`src/hw/rtl/fixed_slot_pool_allocator_unit_defines.svh`:
```
// Assertion macros, included by fspa_back.sv.
`ifndef FIXED_SLOT_POOL_ALLOCATOR_UNIT_DEFINES_SVH
`define FIXED_SLOT_POOL_ALLOCATOR_UNIT_DEFINES_SVH
`ifndef NO_ASSERTIONS
`define FSPA_ASSERT_NOW(lbl, ante, cons) \
  lbl: assert property (@(posedge clk) disable iff (!rst_n) (ante) |-> (cons)) \
    else $error("fspa assertion failed");
`define FSPA_ASSERT_NEXT(lbl, ante, cons) \
  lbl: assert property (@(posedge clk) disable iff (!rst_n) (ante) |=> (cons)) \
    else $error("fspa assertion failed");
`else
`define FSPA_ASSERT_NOW(lbl, ante, cons)
`define FSPA_ASSERT_NEXT(lbl, ante, cons)
`endif
`endif

```
`src/hw/rtl/fspa_pkg.sv`:
```
package fspa_pkg;

  localparam int DEF_MAX_SLOTS  = 64;
  localparam int DEF_ADDR_WIDTH = 32;

  localparam int DATA_W     = 32;
  localparam int SB_W       = 7;
  localparam int CNT_REG_W  = 7;
  localparam int CFG_AW     = 4;
  localparam int CHUNK_BITS = 8;
  localparam int DIV_STEPS  = 4;
  localparam int CMDQ_DEPTH = 2;
  localparam int QP_W       = (CMDQ_DEPTH > 1) ? $clog2(CMDQ_DEPTH) : 1;
  localparam int FILL_W     = $clog2(CMDQ_DEPTH + 1);

  localparam logic [1:0] REG_POOL_BASE  = 2'd0;
  localparam logic [1:0] REG_SLOT_BYTES = 2'd1;
  localparam logic [1:0] REG_SLOT_COUNT = 2'd2;

  localparam logic [DATA_W-1:0]    RST_POOL_BASE  = '0;
  localparam logic [SB_W-1:0]      RST_SLOT_BYTES = 7'd4;
  localparam logic [CNT_REG_W-1:0] RST_SLOT_COUNT = '0;

  typedef enum logic [1:0] {
    ST_ALLOC  = 2'd0,
    ST_FULL   = 2'd1,
    ST_FREED  = 2'd2,
    ST_REJECT = 2'd3
  } status_t;

  typedef enum logic [1:0] {
    CK_ALLOC  = 2'd0,
    CK_FREE   = 2'd1,
    CK_REJECT = 2'd2
  } cmd_kind_t;

  typedef enum logic [2:0] {
    BS_IDLE,
    BS_SCAN,
    BS_MUL,
    BS_ADD,
    BS_DIV,
    BS_CHECK
  } bk_state_t;

  typedef struct packed {
    logic              mode;
    logic [DATA_W-1:0] free_address;
  } in_item_t;

  typedef struct packed {
    logic [DATA_W-1:0] slot_address;
    status_t           status;
  } out_item_t;

  typedef struct packed {
    cmd_kind_t         kind;
    logic [DATA_W-1:0] off;
  } cmd_t;

endpackage

```
`src/hw/rtl/fspa_front.sv`:
```
module fspa_front import fspa_pkg::*; (
  input  logic              clk,
  input  logic              rst_n,
  input  logic              in_push,
  output logic              in_full,
  input  in_item_t          in_item,
  input  logic [DATA_W-1:0] pool_base,
  input  logic              pool_empty,
  output logic              cmd_valid,
  input  logic              cmd_ready,
  output cmd_t              cmd
);

  cmd_t              cmd_in;
  cmd_t              q_r [CMDQ_DEPTH];
  logic [QP_W-1:0]   wr_ptr_r, wr_ptr_nxt;
  logic [QP_W-1:0]   rd_ptr_r, rd_ptr_nxt;
  logic [FILL_W-1:0] fill_r, fill_nxt;
  logic              wr, rd;

  // classify: offset is only meaningful for a free that passes the range check
  always_comb begin
    cmd_in.off = in_item.free_address - pool_base;
    priority if (!in_item.mode) begin
      cmd_in.kind = CK_ALLOC;
    end else if (in_item.free_address != '0 && !pool_empty &&
                 in_item.free_address >= pool_base) begin
      cmd_in.kind = CK_FREE;
    end else begin
      cmd_in.kind = CK_REJECT;
    end
  end

  assign in_full   = (fill_r == FILL_W'(CMDQ_DEPTH));
  assign cmd_valid = (fill_r != '0);
  assign cmd       = q_r[rd_ptr_r];
  assign wr        = in_push && !in_full;
  assign rd        = cmd_valid && cmd_ready;

  always_comb begin
    wr_ptr_nxt = wr_ptr_r;
    rd_ptr_nxt = rd_ptr_r;
    fill_nxt   = fill_r;
    if (wr) begin
      wr_ptr_nxt = (wr_ptr_r == QP_W'(CMDQ_DEPTH - 1)) ? '0 : QP_W'(wr_ptr_r + 1'b1);
    end
    if (rd) begin
      rd_ptr_nxt = (rd_ptr_r == QP_W'(CMDQ_DEPTH - 1)) ? '0 : QP_W'(rd_ptr_r + 1'b1);
    end
    unique case ({wr, rd})
      2'b10:   fill_nxt = FILL_W'(fill_r + 1'b1);
      2'b01:   fill_nxt = FILL_W'(fill_r - 1'b1);
      default: fill_nxt = fill_r;
    endcase
  end

  always_ff @(posedge clk) begin
    if (!rst_n) begin
      wr_ptr_r <= '0;
      rd_ptr_r <= '0;
      fill_r   <= '0;
    end else begin
      wr_ptr_r <= wr_ptr_nxt;
      rd_ptr_r <= rd_ptr_nxt;
      fill_r   <= fill_nxt;
    end
  end

  always_ff @(posedge clk) begin
    if (wr) begin
      q_r[wr_ptr_r] <= cmd_in;
    end
  end

endmodule

```
`src/hw/rtl/fspa_back.sv`:
```
`include "fixed_slot_pool_allocator_unit_defines.svh"
module fspa_back import fspa_pkg::*; #(
  parameter  int MAX_SLOTS  = DEF_MAX_SLOTS,
  parameter  int ADDR_WIDTH = DEF_ADDR_WIDTH,
  localparam int CNT_W      = $clog2(MAX_SLOTS + 1)
) (
  input  logic              clk,
  input  logic              rst_n,
  input  logic              cmd_valid,
  output logic              cmd_ready,
  input  cmd_t              cmd,
  input  logic [DATA_W-1:0] pool_base,
  input  logic [SB_W-1:0]   sb_eff,
  input  logic [CNT_W-1:0]  cnt_eff,
  output logic              out_empty,
  input  logic              out_pop,
  output out_item_t         out_item
);

  localparam int NCHUNK    = (MAX_SLOTS + CHUNK_BITS - 1) / CHUNK_BITS;
  localparam int MAP_W     = NCHUNK * CHUNK_BITS;
  localparam int MAP_IDX_W = $clog2(MAP_W);
  localparam int CH_W      = (NCHUNK > 1) ? $clog2(NCHUNK) : 1;
  localparam int SUB_W     = $clog2(CHUNK_BITS);
  localparam int RES_W     = (ADDR_WIDTH < DATA_W) ? ADDR_WIDTH : DATA_W;
  localparam int PROD_W    = MAP_IDX_W + SB_W;
  localparam int DIV_CYC   = DATA_W / DIV_STEPS;
  localparam int DC_W      = (DIV_CYC > 1) ? $clog2(DIV_CYC) : 1;

  bk_state_t            state_r, state_nxt;
  logic [MAP_W-1:0]     used_r, used_nxt;
  logic [CH_W-1:0]      chunk_r, chunk_nxt;
  logic [MAP_IDX_W-1:0] slot_idx_r, slot_idx_nxt;
  logic [PROD_W-1:0]    prod_r, prod_nxt;
  logic [SB_W-1:0]      rem_r, rem_nxt;
  logic [DATA_W-1:0]    dq_r, dq_nxt;
  logic [DC_W-1:0]      div_cnt_r, div_cnt_nxt;
  logic                 out_valid_r, out_valid_nxt;
  out_item_t            out_item_r, out_item_nxt;

  logic [CHUNK_BITS-1:0] chunk_bits;
  logic [MAP_IDX_W-1:0]  chunk_base;
  logic [MAP_IDX_W-1:0]  pick;
  logic                  found;
  logic                  last_chunk;
  logic [SB_W-1:0]       rem_step;
  logic [DATA_W-1:0]     dq_step;
  logic [DATA_W-1:0]     sum;
  logic                  out_free;
  logic                  res_wr;
  out_item_t             res;

  // search one chunk of the used map per cycle, lowest free slot wins
  assign chunk_bits = used_r[chunk_r * CHUNK_BITS +: CHUNK_BITS];
  assign chunk_base = MAP_IDX_W'({chunk_r, SUB_W'(0)});
  assign last_chunk = (chunk_r == CH_W'(NCHUNK - 1)) ||
                      (32'(chunk_base) + 32'(CHUNK_BITS) >= 32'(cnt_eff));

  always_comb begin
    found = 1'b0;
    pick  = '0;
    for (int j = CHUNK_BITS - 1; j >= 0; j--) begin
      if (!chunk_bits[j] && (32'(chunk_base + MAP_IDX_W'(j)) < 32'(cnt_eff))) begin
        found = 1'b1;
        pick  = chunk_base + MAP_IDX_W'(j);
      end
    end
  end

  // restoring division, DIV_STEPS quotient bits per cycle
  always_comb begin
    logic [SB_W:0] t;
    logic          qbit;
    rem_step = rem_r;
    dq_step  = dq_r;
    for (int k = 0; k < DIV_STEPS; k++) begin
      t = {rem_step, dq_step[DATA_W-1]};
      if (t >= {1'b0, sb_eff}) begin
        rem_step = SB_W'(t - {1'b0, sb_eff});
        qbit     = 1'b1;
      end else begin
        rem_step = t[SB_W-1:0];
        qbit     = 1'b0;
      end
      dq_step = {dq_step[DATA_W-2:0], qbit};
    end
  end

  assign sum      = pool_base + DATA_W'(prod_r);
  assign out_free = !out_valid_r || out_pop;

  always_comb begin
    state_nxt    = state_r;
    used_nxt     = used_r;
    chunk_nxt    = chunk_r;
    slot_idx_nxt = slot_idx_r;
    prod_nxt     = prod_r;
    rem_nxt      = rem_r;
    dq_nxt       = dq_r;
    div_cnt_nxt  = div_cnt_r;
    cmd_ready    = 1'b0;
    res_wr       = 1'b0;
    res          = '{slot_address: '0, status: ST_REJECT};
    unique case (state_r)
      BS_IDLE: begin
        if (cmd_valid) begin
          unique case (cmd.kind)
            CK_ALLOC: begin
              cmd_ready = 1'b1;
              chunk_nxt = '0;
              state_nxt = BS_SCAN;
            end
            CK_FREE: begin
              cmd_ready   = 1'b1;
              rem_nxt     = '0;
              dq_nxt      = cmd.off;
              div_cnt_nxt = '0;
              state_nxt   = BS_DIV;
            end
            CK_REJECT: begin
              if (out_free) begin
                cmd_ready  = 1'b1;
                res_wr     = 1'b1;
                res.status = ST_REJECT;
              end
            end
            default: begin
              cmd_ready = 1'b1;
            end
          endcase
        end
      end
      BS_SCAN: begin
        if (found) begin
          used_nxt[pick] = 1'b1;
          slot_idx_nxt   = pick;
          state_nxt      = BS_MUL;
        end else if (last_chunk) begin
          if (out_free) begin
            res_wr     = 1'b1;
            res.status = ST_FULL;
            state_nxt  = BS_IDLE;
          end
        end else begin
          chunk_nxt = CH_W'(chunk_r + 1'b1);
        end
      end
      BS_MUL: begin
        prod_nxt  = PROD_W'(slot_idx_r) * PROD_W'(sb_eff);
        state_nxt = BS_ADD;
      end
      BS_ADD: begin
        if (out_free) begin
          res_wr           = 1'b1;
          res.slot_address = DATA_W'(sum[RES_W-1:0]);
          res.status       = ST_ALLOC;
          state_nxt        = BS_IDLE;
        end
      end
      BS_DIV: begin
        rem_nxt     = rem_step;
        dq_nxt      = dq_step;
        div_cnt_nxt = DC_W'(div_cnt_r + 1'b1);
        if (div_cnt_r == DC_W'(DIV_CYC - 1)) begin
          state_nxt = BS_CHECK;
        end
      end
      BS_CHECK: begin
        if (out_free) begin
          res_wr    = 1'b1;
          state_nxt = BS_IDLE;
          if (rem_r == '0 && dq_r < DATA_W'(cnt_eff)) begin
            used_nxt[dq_r[MAP_IDX_W-1:0]] = 1'b0;
            res.status = ST_FREED;
          end else begin
            res.status = ST_REJECT;
          end
        end
      end
      default: begin
        state_nxt = BS_IDLE;
      end
    endcase
  end

  always_comb begin
    out_valid_nxt = out_valid_r;
    out_item_nxt  = out_item_r;
    if (res_wr) begin
      out_valid_nxt = 1'b1;
      out_item_nxt  = res;
    end else if (out_pop && out_valid_r) begin
      out_valid_nxt = 1'b0;
    end
  end

  assign out_empty = !out_valid_r;
  assign out_item  = out_item_r;

  always_ff @(posedge clk) begin
    if (!rst_n) begin
      state_r     <= BS_IDLE;
      used_r      <= '0;
      out_valid_r <= 1'b0;
    end else begin
      state_r     <= state_nxt;
      used_r      <= used_nxt;
      out_valid_r <= out_valid_nxt;
    end
  end

  always_ff @(posedge clk) begin
    chunk_r    <= chunk_nxt;
    slot_idx_r <= slot_idx_nxt;
    prod_r     <= prod_nxt;
    rem_r      <= rem_nxt;
    dq_r       <= dq_nxt;
    div_cnt_r  <= div_cnt_nxt;
    out_item_r <= out_item_nxt;
  end

  `FSPA_ASSERT_NEXT(a_alloc_marks_slot, state_r == BS_SCAN && found, used_r[slot_idx_r])
  `FSPA_ASSERT_NOW(a_nonalloc_zero_addr, out_valid_r && out_item_r.status != ST_ALLOC, out_item_r.slot_address == '0)
  `FSPA_ASSERT_NOW(a_take_only_idle, cmd_ready, state_r == BS_IDLE && cmd_valid)
  `FSPA_ASSERT_NEXT(a_div_ends_in_check, state_r == BS_DIV && div_cnt_r == DC_W'(DIV_CYC - 1), state_r == BS_CHECK)

endmodule

```
`src/hw/rtl/fixed_slot_pool_allocator_unit.sv`:
```
// Fixed-size slot pool allocator with a used-bit map.
// Input queue side: drive in_item and raise in_push; the item is taken on a
// clock edge where in_full is low. mode 0 allocates the lowest free slot,
// mode 1 frees the slot at free_address.
// Result queue side: while out_empty is low, out_item holds the oldest result;
// raise out_pop to take it. One result per item, in order.
// Configuration: APB-style writes to pool_base (0x0), slot_bytes (0x4) and
// slot_count (0x8); write only while no item is in flight.
// A rejected free goes from the command queue straight to the result; a free
// divides the offset by the slot size, 4 bits a cycle, then checks the
// remainder and the slot index; an allocate scans the used map in 8-slot
// chunks, then multiplies the index by the slot size and adds pool_base. One
// item is worked at a time; a two-entry command queue accepts up to two more.
// Reset clears the used map (every slot free), both queues and the registers
// to pool_base 0, slot_bytes 4, slot_count 0.
// When out_pop stays low, the finished result is held, the engine waits with
// its next result, and in_full rises once the command queue is full.
module fixed_slot_pool_allocator_unit import fspa_pkg::*; #(
  parameter  int MAX_SLOTS  = DEF_MAX_SLOTS,
  parameter  int ADDR_WIDTH = DEF_ADDR_WIDTH,
  localparam int CNT_W      = $clog2(MAX_SLOTS + 1)
) (
  input  logic              clk,
  input  logic              rst_n,
  input  logic              in_push,
  output logic              in_full,
  input  in_item_t          in_item,
  output logic              out_empty,
  input  logic              out_pop,
  output out_item_t         out_item,
  input  logic              cfg_psel,
  input  logic              cfg_penable,
  input  logic              cfg_pwrite,
  input  logic [CFG_AW-1:0] cfg_paddr,
  input  logic [DATA_W-1:0] cfg_pwdata,
  output logic [DATA_W-1:0] cfg_prdata,
  output logic              cfg_pready
);

  logic [DATA_W-1:0]    pool_base_r;
  logic [SB_W-1:0]      slot_bytes_r;
  logic [CNT_REG_W-1:0] slot_count_r;
  logic [1:0]           reg_idx;
  logic                 cfg_wr;
  logic [SB_W-1:0]      sb_eff;
  logic [CNT_W-1:0]     cnt_eff;
  logic                 pool_empty;
  logic                 cmd_valid;
  logic                 cmd_ready;
  cmd_t                 cmd;

  assign cfg_pready = 1'b1;
  assign reg_idx    = cfg_paddr[3:2];
  assign cfg_wr     = cfg_psel && cfg_penable && cfg_pwrite && cfg_pready;

  always_ff @(posedge clk) begin
    if (!rst_n) begin
      pool_base_r  <= RST_POOL_BASE;
      slot_bytes_r <= RST_SLOT_BYTES;
      slot_count_r <= RST_SLOT_COUNT;
    end else if (cfg_wr) begin
      case (reg_idx)
        REG_POOL_BASE:  pool_base_r  <= cfg_pwdata;
        REG_SLOT_BYTES: slot_bytes_r <= cfg_pwdata[SB_W-1:0];
        REG_SLOT_COUNT: slot_count_r <= cfg_pwdata[CNT_REG_W-1:0];
        default: ;
      endcase
    end
  end

  always_comb begin
    case (reg_idx)
      REG_POOL_BASE:  cfg_prdata = pool_base_r;
      REG_SLOT_BYTES: cfg_prdata = DATA_W'(slot_bytes_r);
      REG_SLOT_COUNT: cfg_prdata = DATA_W'(slot_count_r);
      default:        cfg_prdata = '0;
    endcase
  end

  assign sb_eff     = (slot_bytes_r == '0) ? SB_W'(1) : slot_bytes_r;
  assign cnt_eff    = (32'(slot_count_r) > 32'(MAX_SLOTS)) ? CNT_W'(MAX_SLOTS)
                                                           : CNT_W'(slot_count_r);
  assign pool_empty = (cnt_eff == '0);

  fspa_front u_front (
    .clk        (clk),
    .rst_n      (rst_n),
    .in_push    (in_push),
    .in_full    (in_full),
    .in_item    (in_item),
    .pool_base  (pool_base_r),
    .pool_empty (pool_empty),
    .cmd_valid  (cmd_valid),
    .cmd_ready  (cmd_ready),
    .cmd        (cmd)
  );

  fspa_back #(
    .MAX_SLOTS  (MAX_SLOTS),
    .ADDR_WIDTH (ADDR_WIDTH)
  ) u_back (
    .clk        (clk),
    .rst_n      (rst_n),
    .cmd_valid  (cmd_valid),
    .cmd_ready  (cmd_ready),
    .cmd        (cmd),
    .pool_base  (pool_base_r),
    .sb_eff     (sb_eff),
    .cnt_eff    (cnt_eff),
    .out_empty  (out_empty),
    .out_pop    (out_pop),
    .out_item   (out_item)
  );

endmodule
```
`config.mk`:
```
export PLATFORM = sky130hd
export DESIGN_NAME = fixed_slot_pool_allocator_unit
export DESIGN_NICKNAME = d
export VERILOG_FILES = /design/src/hw/rtl/fspa_pkg.sv /design/src/hw/rtl/fspa_front.sv /design/src/hw/rtl/fspa_back.sv /design/src/hw/rtl/fixed_slot_pool_allocator_unit.sv
export VERILOG_INCLUDE_DIRS = /design/src /design/src/hw/rtl
export SDC_FILE = /design/constraint.sdc
export NUM_CORES = 1
export LEC_CHECK = 0
export BUFFER_PORTS_ARGS = -buffer_cell sky130_fd_sc_hd__buf_2
export CAP_MARGIN = 20
export CORE_UTILIZATION = 60
export CTS_BUF_LIST = sky130_fd_sc_hd__clkbuf_16
export CTS_CLUSTER_SIZE = 24
export DETAILED_ROUTE_END_ITERATION = 10
export HOLD_SLACK_MARGIN = 0.1
export PLACE_DENSITY = 0.88
export SYNTH_ARGS = -nofsm -noshare
export SYNTH_HDL_FRONTEND = slang
export SYNTH_HIERARCHICAL = 1
export SYNTH_SLANG_ARGS = --single-unit
```
`constraint.sdc`:
```
create_clock -name clk -period 10.9 [get_ports clk]
set_input_delay 3.27 -clock clk [delete_from_list [all_inputs] [get_ports clk]]
set_output_delay 3.27 -clock clk [all_outputs]
set_load 0.02 [all_outputs]
```
; Word level (Yosys, flattened, before mapping)
; Memory sizes are Yosys's and may differ from the RTL's. A register that Yosys moved wholly into a read port is not among the register bits.
; Cells that the tools add are included.
[totals]
reg_bits = 216
ram_bits = 68
n_memories = 1
[memory_table]
columns = memory, words, width, rd, rd_ports_with_merged_regs, write_ports, line_no
row1 = u_front.q_r, 2, 34, 1, 1, 1, fspa_front.sv:15  ; cmd_t q_r [CMDQ_DEPTH];
[op_classes]
add_sub_neg = 27
n_mul = 1
order_cmp = 20
eq_ne = 25
shift = 1
mux = 83
n_bitwise = 3
n_reduce_logical = 54
[ops]
columns = cell, n
row1 = 32-bit by 7-bit less-than comparator with 1-bit output, 8
row2 = 64-bit 2-to-1 mux, 3
row3 = 64-bit case mux with 2 select lines, 1
row4 = 32-bit case mux with 3 select lines, 1
row5 = 64-bit bitwise AND, 1
row6 = 32-bit 2-to-1 mux, 2
row7 = 64-bit inverter, 1
row8 = 64-bit OR, 1
row9 = 32-bit case mux with 2 select lines, 1
row10 = 64-bit by 7-bit variable part select with 8-bit output, 1
row11 = 7-bit 2-to-1 mux, 8
row12 = 6-bit 2-to-1 mux, 8
row13 = 3-bit 2-to-1 mux, 11
row14 = 32-bit by 13-bit adder with 32-bit output, 1
row15 = 32-bit >= comparator, 1
row16 = 32-bit by 7-bit >= comparator with 1-bit output, 1
row17 = 8-bit by 7-bit >= comparator with 1-bit output, 4
row18 = 32-bit nonzero test, 1
row19 = 32-bit subtractor, 1
row20 = 1-bit 2-to-1 mux, 31
row21 = 6-bit by 3-bit adder with 7-bit output (second input constant), 4
row22 = 7-bit subtractor, 4
row23 = 6-bit by 3-bit adder with 6-bit output (second input constant), 4
row24 = 7-bit zero test, 3
row25 = 42 further kinds, 112

; Logic depth before layout (Yosys ltp)
[depth]
word_depth = 19
mapped_depth = 36
depth_no_buf = 35

; Hierarchy
; Netlist, hierarchy kept.
[modules_own_cells]
columns = module, instances, cells_each, area_per_inst_um2
row1 = fspa_back, 1, 1250, 11707.5
row2 = fspa_front, 1, 501, 5036.1
row3 = fixed_slot_pool_allocator_unit, 1, 262, 2318.5

; Worst setup path before layout
; No wires, ideal clock.
[synth_path]
path_type = register -> register
start = register slot_bytes_r[3]
end = register u_back.rem_r[2], data pin
setup_ps = 256
t_arrival_ps = 7565
t_required_ps = 10644
setup_slack_ps = 3080
path_stages_with_launch = 33
n_path_buf = 1
cell_sequence = dfxtp_1 -> nor4_1 -> a21o_1 -> ha_1 -> inv_1 -> fa_1 -> a211oi_1 -> o21ai_0 -> a21oi_2 -> mux2_2 -> fa_1 -> nand2b_1 -> a21oi_1 -> o221ai_1 -> o211ai_1 -> clkbuf_1 -> mux2_2 -> ha_1 -> a21oi_1 -> o22ai_1 -> nor4_1 -> or2_2 -> nand2_1 -> mux2i_1 -> ha_1 -> nor2b_1 -> o21ai_0 -> a21boi_0 -> o21ai_0 -> o211ai_1 -> a21o_1 -> o311a_1 -> a31o_2
[synth_via]
elab_chain_len = 11
[synth_lines]
columns = element, line_no
row1 = from (decl), fixed_slot_pool_allocator_unit.sv:41  ; logic [SB_W-1:0] slot_bytes_r;
row2 = from (signal assigned), fixed_slot_pool_allocator_unit.sv:64  ; REG_SLOT_BYTES: slot_bytes_r <= cfg_pwdata[SB_W-1:0];
row3 = 7-bit zero test (*), fixed_slot_pool_allocator_unit.sv:80  ; assign sb_eff = (slot_bytes_r == '0) ? SB_W'(1) : slot_bytes_r;
row4 = 7-bit 2-to-1 mux (*), fixed_slot_pool_allocator_unit.sv:80
row5 = net sb_eff[0], fixed_slot_pool_allocator_unit.sv:45  ; logic [SB_W-1:0] sb_eff;
row6 = 7-bit subtractor or 8-bit by 7-bit >= comparator with 1-bit output (tied branches), "fspa_back.sv:79, fspa_back.sv:78"
row7 = 7-bit 2-to-1 mux, fspa_back.sv:78  ; if (t >= {1'b0, sb_eff}) begin
row8 = 7-bit subtractor or 8-bit by 7-bit >= comparator with 1-bit output (tied branches), "fspa_back.sv:79, fspa_back.sv:78"
row9 = 7-bit 2-to-1 mux, fspa_back.sv:78
row10 = 8-bit by 7-bit >= comparator with 1-bit output or 7-bit subtractor (tied branches), "fspa_back.sv:78, fspa_back.sv:79"
row11 = 7-bit 2-to-1 mux, fspa_back.sv:78
row12 = 7-bit subtractor or 8-bit by 7-bit >= comparator with 1-bit output (tied branches), "fspa_back.sv:79, fspa_back.sv:78"
row13 = 7-bit 2-to-1 mux (*), fspa_back.sv:78
row14 = 7-bit case mux with 2 select lines (*), fspa_back.sv:104  ; unique case (state_r)
row15 = to (signal assigned), fspa_back.sv:216  ; rem_r <= rem_nxt;
row16 = to (decl), fspa_back.sv:35  ; logic [SB_W-1:0] rem_r, rem_nxt;
; Mark *: on every way through the listed nets, which the timed path passes. The rest lies on a longest branch.
; A chain may end at the register's enable or synchronous reset.

; Final worst setup path
[layout_path]
start = register slot_bytes_r[4]
end = register u_back.dq_r[0], data pin
[layout_via]
elab_chain_len = 11
[layout_lines]
columns = element, line_no
row1 = 7-bit zero test (*), fixed_slot_pool_allocator_unit.sv:80
row2 = 7-bit 2-to-1 mux (*), fixed_slot_pool_allocator_unit.sv:80
row3 = net sb_eff[0], fixed_slot_pool_allocator_unit.sv:45
row4 = 7-bit subtractor or 8-bit by 7-bit >= comparator with 1-bit output (tied branches), "fspa_back.sv:79, fspa_back.sv:78"
row5 = 7-bit 2-to-1 mux, fspa_back.sv:78
row6 = 7-bit subtractor or 8-bit by 7-bit >= comparator with 1-bit output (tied branches), "fspa_back.sv:79, fspa_back.sv:78"
row7 = 7-bit 2-to-1 mux, fspa_back.sv:78
row8 = 7-bit subtractor or 8-bit by 7-bit >= comparator with 1-bit output (tied branches), "fspa_back.sv:79, fspa_back.sv:78"
row9 = 7-bit 2-to-1 mux, fspa_back.sv:78
row10 = 8-bit by 7-bit >= comparator with 1-bit output (*), fspa_back.sv:78
row11 = 1-bit 2-to-1 mux (*), fspa_back.sv:78
row12 = 32-bit case mux with 2 select lines (*), fspa_back.sv:104
row13 = net u_back.dq_nxt[0], fspa_back.sv:36  ; logic [DATA_W-1:0] dq_r, dq_nxt;
row14 = to (signal assigned), fspa_back.sv:217  ; dq_r <= dq_nxt;
row15 = to (decl), fspa_back.sv:36
; Marks and branches as above.

==> flow_metrics.env <==
export IMPL_outcome="finished clean"
export IMPL_synthArstFlopShare_pct=0
export IMPL_coreArea_um2=30910
export IMPL_floorplan_die_width_um=180.2
export IMPL_clock_insertion_delay_at_the_later_pin_of_the_skew_report_ps=580
export IMPL_synth_top_cells_by_area="sky130_fd_sc_hd__edfxtp_1, sky130_fd_sc_hd__dfxtp_1, sky130_fd_sc_hd__ha_1"
export IMPL_cp_start_kind="flip-flop"
export IMPL_synthesis_yosys_warnings=6
export IMPL_initialDrtViolationCount=1815
export IMPL_tritoncts="yes"
export IMPL_ys_flop_type="sky130_fd_sc_hd__edfxtp_1"
export IMPL_critPathMaxStageDelay_ps=520
export IMPL_cts_htree_levels=1
export IMPL_final_design_area_no_fill_um2=20990
export IMPL_final_cell_count_no_fill=2535
export IMPL_setup_viol_count_final=0
export IMPL_post_place_ws_ps=1590
export IMPL_ir_drop_v=0.0001539
export IMPL_slew_limit_headroom_pct=27.86
export IMPL_grt_max_degree=86
export IMPL_finalPower_mw=4.885
export IMPL_hpwl_mm=37.49
export IMPL_setup_tns_ps=0
export IMPL_synthDominantCellAreaShare_pct=26.15
export IMPL_path_common_cell="sky130_fd_sc_hd__o21ai_0"
export IMPL_number_of_detailed_routing_iterations_run_before_antenna_repair=6
export IMPL_ioPinCount=145
export IMPL_grt_setup_unrepaired="no"
export IMPL_yosysSeqAreaShare_pct=38.65
export IMPL_hold_ws_ps=473.1
export IMPL_grt_antenna_before_repair=2
export IMPL_reg2regPathDepth=32
export IMPL_critical_path_reg2reg_startpoint="slot_bytes_r[4]$_SDFFE_PN0P_"
export IMPL_first_global_vias=15910
export IMPL_detail_route_vias_per_cell=6.418
export IMPL_layout_drive_gt1_share_pct=15.01
export IMPL_clk_path_buf_depth=3
export IMPL_synth_area_leader_cell="sky130_fd_sc_hd__edfxtp_1"
export IMPL_worstSetupPathType="flip-flop to flip-flop"
export IMPL_yosys_top_cells_count="sky130_fd_sc_hd__nand2_1, sky130_fd_sc_hd__edfxtp_1, sky130_fd_sc_hd__inv_1, sky130_fd_sc_hd__dfxtp_1, sky130_fd_sc_hd__o21ai_0"
export IMPL_placed_area_um2=19890
export IMPL_cp_slowest_cell="sky130_fd_sc_hd__fa_1"
export IMPL_leakagePower_nw=8.073
export IMPL_timing_final_ws_setup_ps=1315
export IMPL_grt_remaining_overflow=0
export IMPL_gp_congestion=0.9899
export IMPL_holdBufCountCts=0
export IMPL_cts_repair_resize_count=0
export IMPL_cts_root_buffer="sky130_fd_sc_hd__clkbuf_16"
export IMPL_clock_sink_count=285
export IMPL_synth_most_common_cell="sky130_fd_sc_hd__nand2_1"
export IMPL_cts_made_buffers=30
export IMPL_placed_cells_incl_taps=2477
export IMPL_n_antenna_cell=0
export IMPL_fp_dieArea_um2=32490
export IMPL_final_min_clock_period_ps=9585
export IMPL_drt_wirelength_per_cell_um=20.71
export IMPL_vias=16270
export IMPL_finalNetCount=2331
export IMPL_setup_worst_path_end="u_back/dq_r[0]$_DFFE_PP_"
export IMPL_grt_usage_pct=31.74
export IMPL_hold_path_cell_count=2
export IMPL_postCtsSetupRepairBufs=0
export IMPL_postSynthAreaPerCell_um2=9.469
export IMPL_wl_mm=52.49
export IMPL_worstHoldPathType="flip-flop to flip-flop"
export IMPL_crit_reg2reg_capture="u_back/dq_r[0]$_DFFE_PP_"
export IMPL_areaGrowthSynthToFinish_pct=10.13
export IMPL_ys_ff_latch=285
export IMPL_ant_nets=0
export IMPL_max_freq_mhz=104.3
export IMPL_synth_cell_area_um2=19060
export IMPL_max_slew_worst_pin_slew_ps=1055
export IMPL_worst_setup_path_end_kind="flip-flop"
export IMPL_pwr_density_cell_nw_per_um2=232.7
export IMPL_initial_cell_density_of_the_core_pct=61.67
export IMPL_final_period_utilization_pct=87.94
export IMPL_row_count=64
export IMPL_final_setup_skew_ps=28.67
export IMPL_grt_first_pass_wirelength_mm=82.94
export IMPL_clk_pin_slew_ps=70
export IMPL_yosysUniqueCellTypes=98
export IMPL_critPathArrivalTime_ps=9880
export IMPL_io_buffer_count=141
export IMPL_die_height_um=180.2
export IMPL_reg2reg_setup_slack_ps=1310
export IMPL_synth_edff_count=166
export IMPL_worst_endpoint_required_ps=11190
export IMPL_timing_max_cap_violations=0
export IMPL_synth_net_count=2229
export IMPL_path_max_fanout=12
export IMPL_final_max_slew_violation_count=0
export IMPL_cp_startpoint="slot_bytes_r[4]$_SDFFE_PN0P_"
export IMPL_drt_drc_violations_left=0
export IMPL_hold_viol=0
export IMPL_utilization_pct=67.92
export IMPL_synthesis_instances=2013
[power by group]
group / leakage, nW / switching (mW) / internal [mW]
Clock: 0.541 / 0.443 / 0.666
Combinational: 5.03 / 1.39 / 0.864
Sequential: 2.50 / 0.126 / 1.39
[how the worst min path moves through the flow]
stage                              startpoint  slack, ps                        endpoint
2_1_floorplan  u_back/used_r[12]$_SDFFE_PN0P_        440  u_back/used_r[12]$_SDFFE_PN0P_
3_5_place_dp   u_back/used_r[13]$_SDFFE_PN0P_        460  u_back/used_r[13]$_SDFFE_PN0P_
3_3_place_gp   u_back/used_r[22]$_SDFFE_PN0P_        450  u_back/used_r[22]$_SDFFE_PN0P_
4_1_cts        u_back/used_r[13]$_SDFFE_PN0P_        470  u_back/used_r[13]$_SDFFE_PN0P_
5_1_grt        u_back/used_r[27]$_SDFFE_PN0P_        490  u_back/used_r[27]$_SDFFE_PN0P_
6_report       u_back/used_r[13]$_SDFFE_PN0P_        470  u_back/used_r[13]$_SDFFE_PN0P_
[layer usage]
metal	track usage (%)	routed length, um	vias to the layer above	share of wire [%]
met4	13.20	2169	2	4.1
li1	-	-	7471	-
met5	0	15	-	0.029
met2	52.33	24370	895	46
met1	41.23	20780	7736	40
met3	5.679	5166	165	9.8
[state kept, by name, summed over array words and instances, names as in the netlist, 2 cells and up, named ones only]
register,count
u_back/chunk_r,3
u_front/fill_r,2
u_front/q_r,68
u_back/slot_idx_r,6
u_back/out_item,34
u_back/state_r,3
slot_count_r,7
u_back/used_r,64
slot_bytes_r,7
u_back/prod_r,13
u_back/rem_r,7
pool_base_r,32
u_back/dq_r,32
u_back/div_cnt_r,3
[critical path: cells and delay by family, from the launching register on]
family / cells / cell delay [ps]
buffers and inverters: 2 / 120
adders and majority gates: 5 / 1940
AOI/OAI and AO/OA: 16 / 4230
and+or+nand+nor: 7 / 1800
muxes: 2 / 750
DFF: 1 / 460
[area by class of cell]
class	instances	area, um^2
flip-flops and latches	285	7367
fillers	2265	9916
repair buffers	159	844.6
well taps	396	495.5
multi-input cells	1516	10740
inverters	123	461.7
clock buffers	33	825.8
clock inverters	23	261.5
[kinds of logic after synthesis]
family	Yosys count	synth area share (%)
buffers and inverters	212	5.126
xor gates and xnor gates	58	2.665
other	1	0.01967
adders and majority gates	140	10.25
AOI/OAI and AO/OA	464	16.43
DFF	285	38.65
and+or+nand+nor	725	18.82
muxes	128	8.041
[cells in the final DEF, fill, tap and decap left out, types with 26 or more instances in the layout]
master	synthesis	routed
sky130_fd_sc_hd__nand2_1	316	316
sky130_fd_sc_hd__nor2_1	103	102
sky130_fd_sc_hd__o211ai_1	39	39
sky130_fd_sc_hd__ha_1	113	113
sky130_fd_sc_hd__nand3_1	34	34
sky130_fd_sc_hd__mux2i_1	71	71
sky130_fd_sc_hd__o21ai_0	117	117
sky130_fd_sc_hd__clkbuf_16	0	33
sky130_fd_sc_hd__xnor2_1	41	41
sky130_fd_sc_hd__edfxtp_1	166	166
sky130_fd_sc_hd__a21oi_1	80	79
sky130_fd_sc_hd__nand2b_1	29	29
sky130_fd_sc_hd__nor4_1	26	26
sky130_fd_sc_hd__buf_2	14	141
sky130_fd_sc_hd__mux2_2	41	41
sky130_fd_sc_hd__inv_1	123	127
sky130_fd_sc_hd__fa_1	27	27
sky130_fd_sc_hd__dfxtp_1	119	119
sky130_fd_sc_hd__and2_1	66	65
Power figures use the tool's default switching activity.
